## config.mk

```make
export PLATFORM = sky130hd
export DESIGN_NAME = pifc_fifo
export DESIGN_NICKNAME = d
export VERILOG_FILES = /design/src/design/pifc_pkg.sv /design/src/design/pifc_fifo.sv
export SDC_FILE = /design/constraint.sdc
export NUM_CORES = 1
export LEC_CHECK = 0
export ABC_CLOCK_PERIOD_IN_PS = 4650
export BUFFER_PORTS_ARGS = -buffer_cell sky130_fd_sc_hd__buf_2
export CORE_MARGIN = 2
export CORE_UTILIZATION = 25
export CTS_BUF_LIST = sky130_fd_sc_hd__clkbuf_16
export CTS_CLUSTER_SIZE = 8
export DETAILED_ROUTE_END_ITERATION = 10
export HOLD_SLACK_MARGIN = 0.02
export PLACE_DENSITY = 0.44
export SYNTH_ARGS = -nofsm -noshare
export SYNTH_HDL_FRONTEND = slang
export SYNTH_SLANG_ARGS = --single-unit
```

## constraint.sdc

```tcl
create_clock -name clk_i -period 4.65 [get_ports clk_i]
set_input_delay 0.465 -clock clk_i [delete_from_list [all_inputs] [get_ports clk_i]]
set_output_delay 0.465 -clock clk_i [all_outputs]
set_load 0.03 [all_outputs]
```

## src/design/pifc_pkg.sv

```systemverilog
// ----------------------------------------------------------------------------
// pifc_pkg
// Shared types and constants of the point-in-frustum coverage test.
// ----------------------------------------------------------------------------
package pifc_pkg;

  localparam int MAX_FRUSTA  = 256;
  localparam int COORD_BITS  = 24;
  localparam int VERTS_PER   = 5;
  localparam int NUM_FACES   = 6;
  localparam int STORE_DEPTH = MAX_FRUSTA * VERTS_PER;

  localparam int FSLOT_W = 8;
  localparam int VSLOT_W = 3;
  localparam int CNT_W   = 9;
  localparam int FIDX_W  = $clog2(MAX_FRUSTA);
  localparam int FCNT_W  = $clog2(MAX_FRUSTA + 1);
  localparam int ADDR_W  = $clog2(STORE_DEPTH);

  // determinant datapath widths
  localparam int DIFF_W = COORD_BITS + 1;
  localparam int PROD_W = 2 * DIFF_W;
  localparam int COF_W  = PROD_W + 1;
  localparam int LO_W   = COF_W - DIFF_W;
  localparam int AL_W   = DIFF_W + LO_W + 1;
  localparam int DET_W  = DIFF_W + COF_W + 1;

  localparam int QDEPTH = 2;
  localparam int QPTR_W = $clog2(QDEPTH);
  localparam int QCNT_W = $clog2(QDEPTH + 1);

  typedef enum logic {
    ACT_LOAD  = 1'b0,
    ACT_QUERY = 1'b1
  } action_e;

  // vertex indices of the triangular faces, three per face
  localparam logic [2:0] FACE_TAB [NUM_FACES*3] = '{
    3'd2, 3'd1, 3'd0,
    3'd4, 3'd2, 3'd0,
    3'd3, 3'd4, 3'd0,
    3'd1, 3'd3, 3'd0,
    3'd1, 3'd2, 3'd3,
    3'd3, 3'd2, 3'd4
  };

  // classified beat passed from front to back
  typedef struct packed {
    logic                         is_query;
    logic [ADDR_W-1:0]            addr;
    logic signed [COORD_BITS-1:0] x;
    logic signed [COORD_BITS-1:0] y;
    logic signed [COORD_BITS-1:0] z;
  } item_t;

endpackage

```

## src/design/pifc_fifo.sv

```systemverilog
// ----------------------------------------------------------------------------
// pifc_fifo
// Short queue of classified beats between front and back.
// ----------------------------------------------------------------------------
module pifc_fifo import pifc_pkg::*; (
  input  logic  clk_i,
  input  logic  rst_ni,
  input  logic  push_i,
  input  item_t item_i,
  output logic  full_o,
  input  logic  pop_i,
  output logic  valid_o,
  output item_t item_o
);

  item_t             slots_q [QDEPTH];
  logic [QPTR_W-1:0] wr_q, rd_q;
  logic [QCNT_W-1:0] cnt_q;

  assign full_o  = (cnt_q == QCNT_W'(QDEPTH));
  assign valid_o = (cnt_q != '0);
  assign item_o  = slots_q[rd_q];

  always_ff @(posedge clk_i or negedge rst_ni) begin
    if (!rst_ni) begin
      wr_q  <= '0;
      rd_q  <= '0;
      cnt_q <= '0;
    end else begin
      if (push_i) wr_q <= QPTR_W'(wr_q + 1'b1);
      if (pop_i)  rd_q <= QPTR_W'(rd_q + 1'b1);
      if (push_i && !pop_i)      cnt_q <= cnt_q + 1'b1;
      else if (!push_i && pop_i) cnt_q <= cnt_q - 1'b1;
    end
  end

  always_ff @(posedge clk_i) begin
    if (push_i) slots_q[wr_q] <= item_i;
  end

endmodule

```

# [Yosys cells after proc, flatten, opt, wreduce, memory -nomap -nowiden]
# Memories as Yosys holds them, arrays and structs flattened.
# Cells that the tools add are included.
[totals] reg_bits=4 ramBits=168 inputBits=88 elab_cells=19 mem_count=1
[mem_list] memory="slots_q" depth=2 width=84 read_ports=1 rd_clocked_by_memory_dff=0 write_ports=1 line="pifc_fifo.sv:16" text="item_t slots_q [QDEPTH];"
[op_classes] add_sub_neg=4 eq_ne=1 mux=4 n_reduce_logical=6
[op_table] cell="$mux 2" count=2
[op_table] cell="$reduce_bool 2->1" count=2
[op_table] cell="$add 1x1->1 const B" count=2
[op_table] cell="$add 2x1->2 const B" count=1
[op_table] cell="$eq 2x2->1 const B" count=1
[op_table] cell="$logic_and 1x1->1" count=2
[op_table] cell="$logic_not 1->1" count=2
[op_table] cell="$mux 1" count=2
[op_table] cell="$sub 2x1->2 const B" count=1

# [Depth between registers and ports, before layout]
[depth] depth_word=4 mapped_depth=5 mapped_depth_nobuf=5

# [Least setup slack after synthesis]
# No wires, ideal clock.
[synth_path] kind="input to register" startpoint="in push_i" endpoint="mem slots_q[0][0] in the netlist's numbering, enable pin" setup_time_ns=0.537 arrival_time_ns=4.134 path_slack_ns=-0.021 stages=1 path_buffers=0 cell_sequence="nor2b_1"
[synth_between] elab_chain_len=2
[synth_lines] element="from (decl)" line="pifc_fifo.sv:8" text="input logic push_i,"
[synth_lines] element="$mux 1" line="pifc_fifo.sv:38" text="if (push_i) slots_q[wr_q] <= item_i;"
[synth_lines] element="$mux 1 (implied by the code)" line="pifc_fifo.sv:38"
[synth_lines] element="to (decl)" line="pifc_fifo.sv:16"
# Every way passes these cells.

==> run summary <==
The kind of cell with the highest combined delay along the critical path is flip-flops. The final worst-path setup slack came out at 1.738 ns. The endpoint arrival time on the critical path is roughly 2.5 ns.

The total power divided by cell area came out at 658.9 nW/µm². The final HPWL from detailed placement is approximately 8.1 mm. The worst-margin pin slew is 0.7932 ns. The fraction of layout instances using a drive strength above 1 is roughly half. The number of design rule violations left after detail routing came out at 0. The switching power came out at between 1500 and 2000 µW.

After synthesis, the cell types taking the most area are sky130_fd_sc_hd__edfxtp_1, sky130_fd_sc_hd__mux2_1, sky130_fd_sc_hd__mux2_2. The post-synthesis cell count came out at ~280. For this design the top-level I/O count stands at between 150 and 200. The run finished with clean final reports. Summed over all instances, the cell type with the most area after synthesis is sky130_fd_sc_hd__edfxtp_1. Routability-driven placement finished with a final weighted congestion of between 0.6 and 0.7.

Per report_power, the combinational group accounts for 31.0% of the total. The critical path capture point type is an output port. Clock skew on the completed layout was measured at 0.007694 ns. The routed design has ~13 mm of wire. The tightest hold path in the finished design has a slack of around 0.23 ns.

0 antenna diodes ended up in the layout. The count of routing violations after the opening detailed-route iteration came out at 103. The worst max-slew margin expressed relative to the limit came out at between 40% and 50%.

The share of the core filled with cells in the final layout is ~33%. Once detail routing completed, the nets flagged for antenna violations numbered 0. The max-slew violation count is 0. The total nets after synthesis came out at approximately 370. Together, buffers and inverters on the worst path number 2. CTS placed an instance of sky130_fd_sc_hd__clkbuf_16 at the clock tree root. The standard-cell row count is between 50 and 60. TritonCTS built the clock tree.

At the worst endpoint, the required time is 4.18 ns. The pin count of the biggest net entering global routing is 56. The area taken by flip-flops and latches is 5149 µm². The H-tree was split into 4 levels. The number of setup violations in the final report came out at 0.

Detailed routing inserted a total of roughly 3.2k vias. The layout has between 2k and 2.5k filler cells. The number of buffers added for setup after CTS came out at 0. In this run the top signal layer used is met4.

The number of detailed-route iterations in the first pass is 4. The maximum VDD drop is slightly above 0.0003 V. The peak fanout along the critical path is 55. The clock sink count is between 150 and 200. The area fraction of the dominant cell type after synthesis came out at between 80% and 90%. The critical path crosses 3 cells after its start point. The sequential cell area fraction in the yosys report came out at between 80 and 90%. The global-route wire length before repair is between 15 and 20 mm.

A synthesized cell averages between 20 and 25 µm². The largest incremental delay on the critical path is between 0.9 and 1 ns. The critical path goes through buf_4 -> mux2_1 -> buf_2. The cell area that synthesis handed to floorplanning was 6259 µm². The clock period minus worst slack is 2.912 ns. The wire length per cell came out at between 15 and 20 µm. For this run, the number of Yosys warnings is 0.

The depth of the most critical reg-to-reg path came out at 2. The wire length on met3 is 857 µm. The number of antenna violations at the first check in global routing is 0. In the detailed route, the total length drawn on met2 is approximately 6.3 mm. The aggregate global-route resource usage is 9.641%. The register bit count reported by yosys is ~170. The final global-route overflow total came out at 0. The routed via count divided by cell count is between 3 and 4. The core region area came out at 24460 µm². The worst setup path is launched from a flop. In this run the tool buffered the top-level ports with roughly 170 buffer cells. In the final layout, the multi-input gates occupy 1041 µm². The fraction of the cycle the final worst path needs came out at 62.62%. The post-layout instance count excluding filler cells came out at about 800. The class of the tightest hold or removal check is input port to flop.

The die covers around 26000 µm². The post-layout net count is around 550. The fmax came out at roughly 340 MHz.

Setup repair after global routing left no endpoint under its margin. The routed length on met1 came out at 5.240 mm. The number of hold-slack violations in the final timing report is 0. The post-place setup slack is around 2.1 ns. The via count of the first global-routing pass was approximately 3.6k. The number of max-cap violations came out at 0. The largest buffer count on any clock path came out at 2.

Measured along the x axis, the die boundary spans approximately 160 µm. From synthesis to final layout, the design area changed by 29.67%. The internal power is between 3000 and 4000 µW. Summed over all cells, the static leakage comes to 0.003014 µW. The share of total power dissipated in the clock network is a little over a quarter. The critical-path cell with the highest stage delay is sky130_fd_sc_hd__dfrtp_4. Clock-pin slew was measured on the worst setup and hold paths at about 0.07 ns.

Of the total power, the share spent switching nets is a little over a third. The part of the total power dissipated in sequential elements is about two fifths. The TritonCTS buffer count came out at 17. Along the worst hold path, the cell count comes to 1. Measured along the y axis, the die boundary spans between 150 and 200 µm.

The starting density of the core is about a quarter. The post-route setup TNS came out at 0 ns. The number of cells in the design after placement came out at ~770.

The type of the setup path with the least slack is flop to output port. The number of distinct library cell variants in the gate-level netlist after synthesis is 15. The clock latency on the worst-skew pair came out at roughly 0.42 ns.
## path summary, 6_finish.rpt
kind,to,slack [ns],from
min reg2reg,cnt_q[1],0.50,cnt_q[1]
max in group asynchronous,rd_q,4.13,rst_ni
min,slots_q[0][66],0.23,item_i[66]
max reg2reg,slots_q[1][29],2.65,wr_q
max,item_o[8],1.74,rd_q
min in group asynchronous,rd_q,0.39,rst_ni
## what timing repair did
| action | CTS | global route |
|---|---|---|
| endpoints found under the hold margin | 4 | 0 |
| gates resized for setup | 0 | 0 |
| hold buffers | 1 | 0 |
## stage by stage
stage          cell area, µm²  power, µW
6_report                 8115       5347
5_1_grt                  8115       5620
4_1_cts                  8115       5464
3_5_place_dp             7495       3960
3_3_place_gp             7495       3940
2_1_floorplan            6261       3475
## final cells by class
cell class                      instances  share of cell area [%]
Clock inverter                         14                   2.282
Sequential cell                       172                   63.44
Timing Repair Buffer                  178                   11.16
Multi-Input combinational cell         95                   12.83
Inverter                                1                 0.04625
Tap cell                              324                   4.995
Clock buffer                           17                   5.242
## layer usage
layer	global-route usage [%]	vias up
li1	-	1472
met1	11.12	1608
met2	16.32	104
met3	3.958	11
met4	3.138	0
met5	0	-
## power groups by stage
| stage | Sequential [µW] | Combinational, µW | Clock (µW) |
|---|---|---|---|
| finish | 2220 | 1660 | 1460 |
| global placement | 2260 | 1680 | 0 |
| floorplan | 2160 | 1320 | 0 |
| detailed placement | 2270 | 1690 | 0 |
| global route | 2270 | 1770 | 1590 |
| CTS | 2240 | 1700 | 1530 |
## cells in the final DEF (no fill, tap or decap), types with 2 or more instances in the layout
master	Yosys	layout
sky130_fd_sc_hd__inv_8	0	2
sky130_fd_sc_hd__buf_4	1	4
sky130_fd_sc_hd__mux2_1	50	50
sky130_fd_sc_hd__clkinv_4	0	4
sky130_fd_sc_hd__edfxtp_1	168	168
sky130_fd_sc_hd__inv_6	0	3
sky130_fd_sc_hd__clkbuf_16	0	17
sky130_fd_sc_hd__xor2_1	4	4
sky130_fd_sc_hd__buf_2	3	173
sky130_fd_sc_hd__bufinv_16	0	3
sky130_fd_sc_hd__mux2_2	34	34
sky130_fd_sc_hd__dfrtp_1	4	3
sky130_fd_sc_hd__inv_1	1	2
## cells by family (layout without fill, tap and decap cells)
| family | Yosys count | after routing | synth area share, % |
|---|---|---|---|
| DFF | 172 | 172 | 82.21 |
| muxes | 84 | 84 | 15.11 |
| and+or+nand+nor | 5 | 5 | 0.4599 |
| xor gates and xnor gates | 5 | 5 | 0.6997 |
| buffers and inverters | 10 | 210 | 1.319 |
| adders and majority gates | 1 | 1 | 0.1999 |
## Yosys cell counts
| master | count |
|---|---|
| sky130_fd_sc_hd__nor2b_1 | 2 |
| sky130_fd_sc_hd__mux2_2 | 34 |
| sky130_fd_sc_hd__buf_4 | 1 |
| sky130_fd_sc_hd__nor2_1 | 1 |
| sky130_fd_sc_hd__inv_1 | 1 |
| sky130_fd_sc_hd__and2_1 | 1 |
| sky130_fd_sc_hd__xor2_1 | 4 |
| sky130_fd_sc_hd__buf_2 | 3 |
| sky130_fd_sc_hd__ha_1 | 1 |
| sky130_fd_sc_hd__mux2_1 | 50 |
| sky130_fd_sc_hd__buf_6 | 5 |
| sky130_fd_sc_hd__edfxtp_1 | 168 |
| sky130_fd_sc_hd__dfrtp_1 | 4 |
| sky130_fd_sc_hd__or2_2 | 1 |
| sky130_fd_sc_hd__xnor2_1 | 1 |
## registers in the layout, indices dropped and copies added, names as in the netlist
name,cells
cnt_q,2
wr_q,1
rd_q,1
slots_q,168
Note: power is estimated with default switching activity, not from simulation.
