$ cat config.mk
export PLATFORM = sky130hd
export DESIGN_NAME = pifc_front_flat
export DESIGN_NICKNAME = d
export VERILOG_FILES = /design/src/design/pifc_pkg.sv /design/src/design/pifc_intf.sv /design/src/design/pifc_front.sv /design/src/flat_wrapper.sv
export SDC_FILE = /design/constraint.sdc
export NUM_CORES = 1
export LEC_CHECK = 0
export BUFFER_PORTS_ARGS = -buffer_cell sky130_fd_sc_hd__buf_2
export CAP_MARGIN = 5
export CORE_AREA = 2 2 67 69
export DETAILED_ROUTE_END_ITERATION = 8
export DIE_AREA = 0 0 69 71
export PLACE_DENSITY_LB_ADDON = 0.25
export SYNTH_ARGS = -nofsm -noshare
export SYNTH_HDL_FRONTEND = slang
export SYNTH_SLANG_ARGS = --single-unit
$ cat constraint.sdc
create_clock -name vclk -period 6.5
set_clock_uncertainty 0.15 [all_clocks]
set_input_delay 1.95 -clock vclk [all_inputs]
set_output_delay 1.95 -clock vclk [all_outputs]
set_load 0.05 [all_outputs]
$ cat src/design/pifc_pkg.sv
// ----------------------------------------------------------------------------
// pifc_pkg
// Shared types and constants of the point-in-frustum coverage test.
// ----------------------------------------------------------------------------
package pifc_pkg;

  localparam int MAX_FRUSTA  = 256;
  localparam int COORD_BITS  = 24;
  localparam int VERTS_PER   = 5;
  localparam int NUM_FACES   = 6;
  localparam int STORE_DEPTH = MAX_FRUSTA * VERTS_PER;

  localparam int FSLOT_W = 8;
  localparam int VSLOT_W = 3;
  localparam int CNT_W   = 9;
  localparam int FIDX_W  = $clog2(MAX_FRUSTA);
  localparam int FCNT_W  = $clog2(MAX_FRUSTA + 1);
  localparam int ADDR_W  = $clog2(STORE_DEPTH);

  // determinant datapath widths
  localparam int DIFF_W = COORD_BITS + 1;
  localparam int PROD_W = 2 * DIFF_W;
  localparam int COF_W  = PROD_W + 1;
  localparam int LO_W   = COF_W - DIFF_W;
  localparam int AL_W   = DIFF_W + LO_W + 1;
  localparam int DET_W  = DIFF_W + COF_W + 1;

  localparam int QDEPTH = 2;
  localparam int QPTR_W = $clog2(QDEPTH);
  localparam int QCNT_W = $clog2(QDEPTH + 1);

  typedef enum logic {
    ACT_LOAD  = 1'b0,
    ACT_QUERY = 1'b1
  } action_e;

  // vertex indices of the triangular faces, three per face
  localparam logic [2:0] FACE_TAB [NUM_FACES*3] = '{
    3'd2, 3'd1, 3'd0,
    3'd4, 3'd2, 3'd0,
    3'd3, 3'd4, 3'd0,
    3'd1, 3'd3, 3'd0,
    3'd1, 3'd2, 3'd3,
    3'd3, 3'd2, 3'd4
  };

  // classified beat passed from front to back
  typedef struct packed {
    logic                         is_query;
    logic [ADDR_W-1:0]            addr;
    logic signed [COORD_BITS-1:0] x;
    logic signed [COORD_BITS-1:0] y;
    logic signed [COORD_BITS-1:0] z;
  } item_t;

endpackage

$ cat src/design/pifc_intf.sv
// ----------------------------------------------------------------------------
// pifc channel interfaces
// Valid/ready channels for sample and vertex beats and for test results.
// ----------------------------------------------------------------------------
interface pifc_in_if import pifc_pkg::*; ();
  logic                         valid;
  logic                         ready;
  logic                         action;
  logic [FSLOT_W-1:0]           frustum_slot;
  logic [VSLOT_W-1:0]           vertex_slot;
  logic signed [COORD_BITS-1:0] coord_x;
  logic signed [COORD_BITS-1:0] coord_y;
  logic signed [COORD_BITS-1:0] coord_z;

  modport source (output valid, action, frustum_slot, vertex_slot,
                  coord_x, coord_y, coord_z, input ready);
  modport sink   (input valid, action, frustum_slot, vertex_slot,
                  coord_x, coord_y, coord_z, output ready);
endinterface


$ cat src/design/pifc_front.sv
// ----------------------------------------------------------------------------
// pifc_front
// Accepts input beats, drops loads to nonexistent slots, forms store address.
// ----------------------------------------------------------------------------
module pifc_front import pifc_pkg::*; (
  pifc_in_if.sink in_i,
  input  logic    q_full_i,
  output logic    q_push_o,
  output item_t   q_item_o
);

  logic slot_ok;

  assign in_i.ready = !q_full_i;

  always_comb begin
    slot_ok = (in_i.vertex_slot < VSLOT_W'(VERTS_PER)) &&
              ({1'b0, in_i.frustum_slot} < CNT_W'(MAX_FRUSTA));
    q_item_o.is_query = (in_i.action == ACT_QUERY);
    q_item_o.addr     = ADDR_W'(ADDR_W'(in_i.frustum_slot) * ADDR_W'(VERTS_PER))
                        + ADDR_W'(in_i.vertex_slot);
    q_item_o.x        = in_i.coord_x;
    q_item_o.y        = in_i.coord_y;
    q_item_o.z        = in_i.coord_z;
  end

  assign q_push_o = in_i.valid && !q_full_i &&
                    (q_item_o.is_query || slot_ok);

endmodule

$ cat src/flat_wrapper.sv
// flat-port wrapper written by rule: the top's interface ports become plain ports
module pifc_front_flat import pifc_pkg::*;
  (q_full_i, q_push_o, q_item_o, in_i_valid, in_i_action, in_i_frustum_slot, in_i_vertex_slot, in_i_coord_x, in_i_coord_y, in_i_coord_z, in_i_ready);
  pifc_in_if in_i_i ();
  input  logic q_full_i;
  output logic q_push_o;
  output item_t q_item_o;
  input wire logic [$bits(in_i_i.valid)-1:0] in_i_valid;
  input wire logic [$bits(in_i_i.action)-1:0] in_i_action;
  input wire logic [$bits(in_i_i.frustum_slot)-1:0] in_i_frustum_slot;
  input wire logic [$bits(in_i_i.vertex_slot)-1:0] in_i_vertex_slot;
  input wire logic [$bits(in_i_i.coord_x)-1:0] in_i_coord_x;
  input wire logic [$bits(in_i_i.coord_y)-1:0] in_i_coord_y;
  input wire logic [$bits(in_i_i.coord_z)-1:0] in_i_coord_z;
  output wire logic [$bits(in_i_i.ready)-1:0] in_i_ready;
  assign in_i_i.valid = in_i_valid;
  assign in_i_i.action = in_i_action;
  assign in_i_i.frustum_slot = in_i_frustum_slot;
  assign in_i_i.vertex_slot = in_i_vertex_slot;
  assign in_i_i.coord_x = in_i_coord_x;
  assign in_i_i.coord_y = in_i_coord_y;
  assign in_i_i.coord_z = in_i_coord_z;
  assign in_i_ready = in_i_i.ready;
  pifc_front u_core (.in_i(in_i_i), .q_full_i(q_full_i), .q_push_o(q_push_o), .q_item_o(q_item_o));
endmodule
* After elaboration in Yosys (flattened, before gate mapping)
Index checks and enable logic that the tools add are counted.
** Word-level totals
- Logic and storage cells :: 7
- Flip-flop bits (word level) :: 0
** Operators by class
- Magnitude comparators :: 1
- Multipliers :: 1
- Add/subtract/negate cells :: 1
- Reduce and logical (&&, ||, !) cells :: 4
** Operator list (number)
- 11-bit by 3-bit adder with 11-bit output :: 1
- 8-bit by 3-bit multiplier with 11-bit output (second input constant) :: 1
- 3-bit < comparator (second input constant) :: 1
- 1-bit logical AND :: 2
- 1-bit zero test :: 1
- 1-bit logical OR :: 1

* Logic depth before layout (Yosys ltp)
Gate-level depths: netlist of run 1.
- Depth after elaboration :: 3
- Depth in mapped cells :: 7
- Depth with buffers taken out :: 7

* Worst setup path after synthesis of run 1
OpenSTA, ideal clock, no wires.
- Path type :: input-to-output
- From :: input in_i_frustum_slot[0]
- To :: output q_item_o[80] in the netlist's numbering
- Cell stages on the path :: 7
- Path slack :: 264 ps
- Data arrival time :: 4136 ps
- Cell sequence :: ha_1 -> ha_1 -> ha_1 -> a21o_1 -> and4_4 -> o21a_1 -> a311oi_2
** RTL lines
- start: declaration :: line flat_wrapper.sv:10 : input wire logic [$bits(in_i_i.frustum_slot)-1:0] in_i_frustum_slot;
- end: declaration :: line flat_wrapper.sv:7 : output item_t q_item_o;

==> results.yml, run 1 <==
layout:
  antenna_cells: 0
  synthToLayoutAreaGrowth_pct: -30.7
  finish.cell_count_without_fillers: 143
  seq_cell_count: 0
  seq_area_um2: 0
  layout.nets: 204
  clock_buffers: 0
  fraction_of_layout_cells_with_a_size_suffix_above_1: 0.352
detailed_routing:
  detail_route.vias_per_cell: 4.55
  drt_first_iter_violations: 13
  post-route-drc-count: 0
  vias: 650
  wl_per_cell_um: 12.5
  antenna_violating_nets_left: 0
  drt-pass1-iter-count: 4
  routed_wirelength_mm: 1.79
worst_setup_path:
  worst_ep_required_time_ns: 4.40
  worstPathMaxFanout: 2
  critPathMaxStageDelay_ns: 0.48
  slowest_cell_on_crit_path: "fa_1"
  crit_path_cell_trace: "buf_2 > ha_1 > ha_1 > fa_1 > a21oi_1 > o21bai_1 > a311oi_2 > xnor2_1 > buf_2"
  category_of_the_critical_setup_timing_path: "in2out"
  crit_path_end_kind: "output pin"
  startpoint_type: "input port"
  cpLargestDelayFamily: "adder cells"
  cp.arrival_ns: 4.23
  crit_buf_inv: 2
timing:
  final_max_slew_viol_count: 0
  slew-limit-headroom: 0.804
  fin_crit_sh: 0.973
  finalSetupViolCount: 0
  final_period_minus_worst_setup_slack_ns: 6.33
  timing.setup.tns_ns: 0
  finalHoldViolations: 0
  unrepaired_setup_endpoints_after_global_routing: "no"
  worstMarginPinSlew_ns: 0.293
  upper_clock_frequency_limit_mhz: 158
die:
  initial_core_util: 0.266
  top_level_ports: 172
  coreArea_um2: 4200
  fp.dieArea_um2: 4900
  row_count: 24
  die_w_um: 69
  chipHeight_um: 71
pwr:
  power.static_leakage_uw: 0.000434
  power_density_nw_per_um2: 202
  vdd.ir_drop.worst_uv: 110
synthesis:
  seq_area_frac_synth: 0
  synth_largest_area_cell: "buf_4"
  post_syn_nets: 247
  synth_cell_types: 22
  yosysWarnings: 0
  synth.avg_cell_area_um2: 8.22
  biggest_area_contributors_in_the_synthesized_netlist: "buf_4 49%, ha_1 27%, xnor2_1 3.1%"
  synthesized_area_um2: 1120
  synth_commonest_cells: "73 x buf_4, 24 x ha_1, 5 x a21oi_1"
  count_leader_synth: "buf_4"
  netlist.area_leader.share: 0.490
  post_synth_inst_count: 136
job:
  cap_violations: 0
global_routing:
  grt.overflow.total: 0
  grt_start_max_net_pins: 7
  antenna_violations_before_repair: 0
  wire_length_of_the_first_global_routing_pass_mm: 2.97
  groute.usage.overall: 0.0672
  first_global_vias: 660
placement:
  port_buffers: 28
  gpl.final_weighted_congestion: 0.718
  post-place-cells: 143
  placed_wire_length_estimate_after_detailed_placement_mm: 1.59
clock_tree:
  hold_fix_buffer_count_after_cts: 0
  postCtsSetupRepairBufs: 0
  post_cts_resized: 0
status:
  run_status: "completed"
worst_hold_path:
  hold_path_class: "in2out"
-- final cells by class --
type | count | area [µm²]
Tap cell | 52 | 65.1
Timing Repair Buffer | 28 | 140
Fill cell | 488 | 3430
Inverter | 4 | 15.0
Multi-Input combinational cell | 59 | 554
-- cell usage in the layout (no fill, tap or decap) --
| cell type | n |
|---|---|
| fa_1 | 1 |
| a211oi_1 | 1 |
| a311oi_2 | 2 |
| xor2_1 | 2 |
| o22a_1 | 1 |
| a21o_1 | 1 |
| o21a_1 | 1 |
| and4_4 | 1 |
| o311a_1 | 1 |
| o21ai_1 | 1 |
| buf_2 | 28 |
| nand3_1 | 1 |
| and3_1 | 1 |
| xnor2_1 | 4 |
| o21bai_1 | 1 |
| nand2_1 | 3 |
| nor2_1 | 4 |
| o21ai_0 | 3 |
| inv_1 | 4 |
| a21oi_2 | 1 |
| ha_1 | 24 |
| a21oi_1 | 5 |
-- kinds of logic after synthesis --
| kind of cell | after synthesis | synth area share |
|---|---|---|
| simple gates | 10 | 0.0437 |
| compound gates | 18 | 0.119 |
| buf+inv | 77 | 0.504 |
| fa+ha+maj | 25 | 0.287 |
| xor+xnor | 6 | 0.0470 |
-- power by group --
group          switching [µW]  leakage [µW]  internal (µW)
Sequential                  0             0              0
Clock                       0             0              0
Combinational             112      0.000434           44.2
-- routing by layer --
layer | share of wire | global-route usage | up-vias
li1 | - | - | 295
met2 | 0.41 | 0.101 | 63
met4 | 0.032 | 0.0283 | 0
met5 | 0 | 0 | -
met3 | 0.17 | 0.0413 | 18
met1 | 0.39 | 0.0763 | 274
-- final timing paths --
| kind | from | to | slack (ns) | depth (start not counted) |
|---|---|---|---|---|
| worst max-delay path | in_i_frustum_slot[0] | q_item_o[81] | 0.17 | 9 |
| worst min-delay path | in_i_coord_z[16] | q_item_o[16] | 3.75 | 0 |
-- metrics by stage --
stage | total power, µW | area (µm²) | worst slack, ns | hold slack (ns) | util
after floorplan | 244 | 1120 | 0.264 | 3.92 | -
after CTS | 158 | 774 | 0.180 | 3.75 | 0.184
after global routing | 169 | 774 | 0.0529 | 3.75 | 0.184
after detailed placement | 157 | 774 | 0.200 | 3.75 | 0.184
after global placement | 157 | 774 | 0.215 | 3.75 | 0.184
final | 156 | 774 | 0.172 | 3.75 | 0.184
Power figures use the tool's default switching activity.
==> run 2: changes to the inputs <==
--- a/config.mk
+++ b/config.mk
@@ -7,9 +7,10 @@
 export LEC_CHECK = 0
 export BUFFER_PORTS_ARGS = -buffer_cell sky130_fd_sc_hd__buf_2
 export CAP_MARGIN = 5
-export CORE_AREA = 2 2 67 69
+export CELL_PAD_IN_SITES_DETAIL_PLACEMENT = 1
+export CELL_PAD_IN_SITES_GLOBAL_PLACEMENT = 2
+export CORE_UTILIZATION = 14
 export DETAILED_ROUTE_END_ITERATION = 8
-export DIE_AREA = 0 0 69 71
 export PLACE_DENSITY_LB_ADDON = 0.25
 export SYNTH_ARGS = -nofsm -noshare
 export SYNTH_HDL_FRONTEND = slang
==> run 2 against run 1 <==
  * Final cell count rose by 35%
  * Design area rose by 8.1%
  * Non-clock buffer count did not move
  * Die area rose by 70%
  * Hold slack barely moved
  * Global-route usage fell by 1.7 points
  * Critical path depth did not move
  * Total power rose by 1.8%
  * First-iteration DRC count fell by 85%
  * Routed wire length rose by 28%
  * Combinational power barely moved
  * Critical endpoint unchanged
  * Highest routed layer unchanged
==> results.yml, run 2 (synthesized netlist as in run 1, its figures left out) <==
status:
  run_status: "completed"
layout:
  layout.cells.most_common_list: "28 x buf_2, 24 x ha_1, 5 x a21oi_1"
  seq_cell_count: 0
  finalCoreUtilization: 0.108
  layout.nets: 204
  synthToLayoutAreaGrowth_pct: -25.1
  antenna_cells: 0
  clock_buffers: 0
  fraction_of_layout_cells_with_a_size_suffix_above_1: 0.352
  seq_area_um2: 0
  mostFrequentLayoutCell: "buf_2"
detailed_routing:
  detail_route.vias_per_cell: 3.36
  drt-pass1-iter-count: 2
  routed_wirelength_mm: 2.30
  wl_per_cell_um: 11.9
  drt_first_iter_violations: 2
  antenna_violating_nets_left: 0
  post-route-drc-count: 0
  vias: 649
timing:
  worstMarginPinSlew_ns: 0.315
  upper_clock_frequency_limit_mhz: 157
  unrepaired_setup_endpoints_after_global_routing: "no"
  fin_crit_sh: 0.978
  final_max_slew_viol_count: 0
  slew-limit-headroom: 0.790
  finalHoldViolations: 0
  timing.setup.tns_ns: 0
  finalSetupViolCount: 0
  hold_slack_ns: 3.75
  final_period_minus_worst_setup_slack_ns: 6.36
pwr:
  power.static_leakage_uw: 0.000434
  totalPowerFinal_uw: 159
  power_density_nw_per_um2: 190
  vdd.ir_drop.worst_uv: 54.8
worst_setup_path:
  crit_path_end_kind: "output pin"
  category_of_the_critical_setup_timing_path: "in2out"
  worst_ep_required_time_ns: 4.40
  startpoint_type: "input port"
  worstSetupStartpoint: "in_i_frustum_slot[0]"
  worstPathMaxFanout: 2
  cp.arrival_ns: 4.26
global_routing:
  wire_length_of_the_first_global_routing_pass_mm: 3.55
  grt_start_max_net_pins: 7
  grt.overflow.total: 0
  grt_util_met1: 0.0585
  first_global_vias: 726
  global_route.usage.met2: 0.0764
  groute.usage.overall: 0.0504
  grtUsageMet3: 0.0318
  antenna_violations_before_repair: 0
  grt_most_used_layer: "met2"
die:
  coreArea_um2: 7730
  die_w_um: 91.3
  initial_core_util: 0.145
  chipHeight_um: 91.3
  row_count: 32
  top_level_ports: 172
  fp.dieArea_um2: 8340
clock_tree:
  post_cts_resized: 0
  postCtsSetupRepairBufs: 0
  hold_fix_buffer_count_after_cts: 0
placement:
  port_buffers: 28
  placed_wire_length_estimate_after_detailed_placement_mm: 2.11
  gpl.final_weighted_congestion: 0.690
job:
  cap_violations: 0
worst_hold_path:
  worst_hold_startpoint: "in_i_coord_y[21]"
  hold_path_class: "in2out"
run 2: cell counts in the layout (fill, tap and decap cells not counted):
Identical to the previous run, type by type.
run 2: layout make-up:
| class | count | area [µm²] |
|---|---|---|
| Fill cell | 926 | 6890 |
| Inverter | 4 | 15.0 |
| Multi-Input combinational cell | 59 | 554 |
| Tap cell | 102 | 128 |
| Timing Repair Buffer | 28 | 140 |
run 2: power breakdown:
part | leakage, µW | internal (µW) | total [µW] | switching (µW)
registers | 0 | 0 | 0 | 0
logic | 0.000434 | 44.3 | 159 | 114
clock network | 0 | 0 | 0 | 0
total | 0.000434 | 44.3 | 159 | 114
run 2: through the flow:
| stage | cells | instance area (µm²) | worst slack [ns] |
|---|---|---|---|
| floorplan | 136 | 1120 | 0.264 |
| global route | 193 | 837 | 0.0358 |
| CTS | 193 | 837 | 0.113 |
| global placement | 193 | 837 | 0.154 |
| detailed placement | 193 | 837 | 0.114 |
| finish | 193 | 837 | 0.141 |
run 2: path summary, 6_finish.rpt:
path,to,slack (ns),cells past startpoint
max,q_item_o[81],0.14,9
min,q_item_o[45],3.75,0
run 2: critical path, cell delays in order:
cell and delay, ns:
buf_2 0.12, ha_1 0.30, ha_1 0.32, fa_1 0.46, a21oi_1 0.22, o21bai_1 0.13, a311oi_2 0.31, xnor2_1 0.16
buf_2 0.28
run 2: per-layer routing:
metal / vias to the layer above / part of all wire
met5: - / 0
met4: 0 / 0.019
met3: 12 / 0.16
met2: 58 / 0.42
met1: 282 / 0.39
li1: 297 / -
==> run 3: changes to the inputs <==
--- a/config.mk
+++ b/config.mk
@@ -12,6 +12,7 @@
 export CORE_UTILIZATION = 14
 export DETAILED_ROUTE_END_ITERATION = 8
 export PLACE_DENSITY_LB_ADDON = 0.25
+export SETUP_SLACK_MARGIN = 0.4
 export SYNTH_ARGS = -nofsm -noshare
 export SYNTH_HDL_FRONTEND = slang
 export SYNTH_SLANG_ARGS = --single-unit
==> run 3 against run 2 <==
  * Global-route usage down 0.30 points
  * Hold slack about the same
  * Combinational power up 18%
  * Final cell count up 1.0%
  * Utilization up 2.3 points
  * Setup slack better by 0.34 ns
  * Critical endpoint unchanged
==> results.yml, run 3 (synthesized netlist as in run 1, its figures left out) <==
detailed_routing:
  antenna_violating_nets_left: 0
  detail_route.vias_per_cell: 3.41
  wl_per_cell_um: 11.2
  vias: 665
  routed_wirelength_mm: 2.19
  drt_first_iter_violations: 5
  post-route-drc-count: 0
  drt-pass1-iter-count: 2
placement:
  gpl.final_weighted_congestion: 0.667
  port_buffers: 28
  post-place-cells: 193
  placed_wire_length_estimate_after_detailed_placement_mm: 1.95
timing:
  finalHoldViolations: 0
  final_period_minus_worst_setup_slack_ns: 6.02
  fin_crit_sh: 0.926
  unrepaired_setup_endpoints_after_global_routing: "yes"
  finalSetupViolCount: 0
  slew-limit-headroom: 0.783
  upper_clock_frequency_limit_mhz: 166
  timing.setup.tns_ns: 0
  worstMarginPinSlew_ns: 0.322
  final_max_slew_viol_count: 0
layout:
  final.fill_count: 919
  layout.cells.most_common_list: "24 x buf_2, 15 x ha_1, 5 x ha_4"
  layout.nets: 206
  antenna_cells: 0
  mostFrequentLayoutCell: "buf_2"
  clock_buffers: 0
  finish.cell_count_without_fillers: 195
  multi_input_logic_area_um2: 684
  seq_cell_count: 0
  seq_area_um2: 0
  synthToLayoutAreaGrowth_pct: -9.52
  fraction_of_layout_cells_with_a_size_suffix_above_1: 0.570
pwr:
  power_density_nw_per_um2: 186
  p_sw_frac: 0.653
  netSwitchingPower_uw: 123
  vdd.ir_drop.worst_uv: 74.1
  internal_power_uw: 65.4
  clock_power_share: 0
  power.static_leakage_uw: 0.000466
  pwr-share-comb: 1.000
  p_seq_frac: 0
worst_setup_path:
  worstPathMaxFanout: 2
  crit_buf_inv: 2
  startpoint_type: "input port"
  worst_path_most_repeated_cell: "ha_4"
  worst_ep_required_time_ns: 4.40
  cp.arrival_ns: 3.92
  slowest_cell_on_crit_path: "fa_2"
  category_of_the_critical_setup_timing_path: "in2out"
  critPathMaxStageDelay_ns: 0.40
  crit_path_cell_trace: "buf_8 > ha_4 > ha_4 > fa_2 > a21oi_2 > o21bai_2 > a311oi_2 > xnor2_2 > buf_6"
  cpLargestDelayFamily: "adder cells"
  crit_path_end_kind: "output pin"
global_routing:
  first_global_vias: 713
  wire_length_of_the_first_global_routing_pass_mm: 3.37
  grt.overflow.total: 0
  antenna_violations_before_repair: 0
  grt_start_max_net_pins: 7
  groute.usage.overall: 0.0474
die:
  row_count: 32
  chipHeight_um: 91.3
  die_w_um: 91.3
  initial_core_util: 0.145
  top_level_ports: 172
  fp.dieArea_um2: 8340
  coreArea_um2: 7730
job:
  cap_violations: 0
worst_hold_path:
  hold_path_class: "in2out"
clock_tree:
  hold_fix_buffer_count_after_cts: 0
status:
  run_status: "completed"
-- run 3: worst paths after layout --
| path | from | end | slack (ns) | cells past startpoint |
|---|---|---|---|---|
| hold / removal | in_i_coord_z[0] | q_item_o[0] | 3.75 | 0 |
| setup / recovery | in_i_frustum_slot[2] | q_item_o[81] | 0.48 | 9 |
-- run 3: repair_timing --
action                                  in CTS  in global routing
endpoints found under the setup margin       5                  3
setup buffers                                1                  1
hold endpoints to repair                     0                  0
gates cloned                                 0                  0
pin swaps                                    3                  7
resized for setup                           14                 14
-- run 3: metal layers --
| metal | wire, µm | vias up | share of wire | track usage |
|---|---|---|---|---|
| li1 | - | 300 | - | - |
| met1 | 798 | 305 | 0.36 | 0.0535 |
| met2 | 1080 | 38 | 0.49 | 0.0789 |
| met3 | 240 | 22 | 0.11 | 0.0176 |
| met4 | 70 | 0 | 0.032 | 0.0225 |
| met5 | 0 | - | 0 | 0 |
-- run 3: power groups by stage --
stage	registers [µW]	logic, µW	clock network [µW]
after CTS	0	183	0
final	0	188	0
after global placement	0	169	0
after floorplan	0	251	0
after detailed placement	0	168	0
after global routing	0	203	0
-- run 3: final cells by class --
type / count / area share
Multi-Input combinational cell: 59 / 0.677
Timing Repair Buffer: 30 / 0.182
Tap cell: 102 / 0.126
Inverter: 4 / 0.0149
-- run 3: per-stage QoR --
stage                     utilization  power, µW  setup WS (ns)  instance area [µm²]  hold slack [ns]
final                           0.131        188          0.478                 1010             3.75
after global routing            0.131        203          0.395                 1010             3.75
after global placement          0.112        169          0.136                  863             3.75
after floorplan                     -        251          0.348                 1140             3.92
after CTS                       0.121        183          0.408                  937             3.75
after detailed placement        0.112        168          0.115                  863             3.75
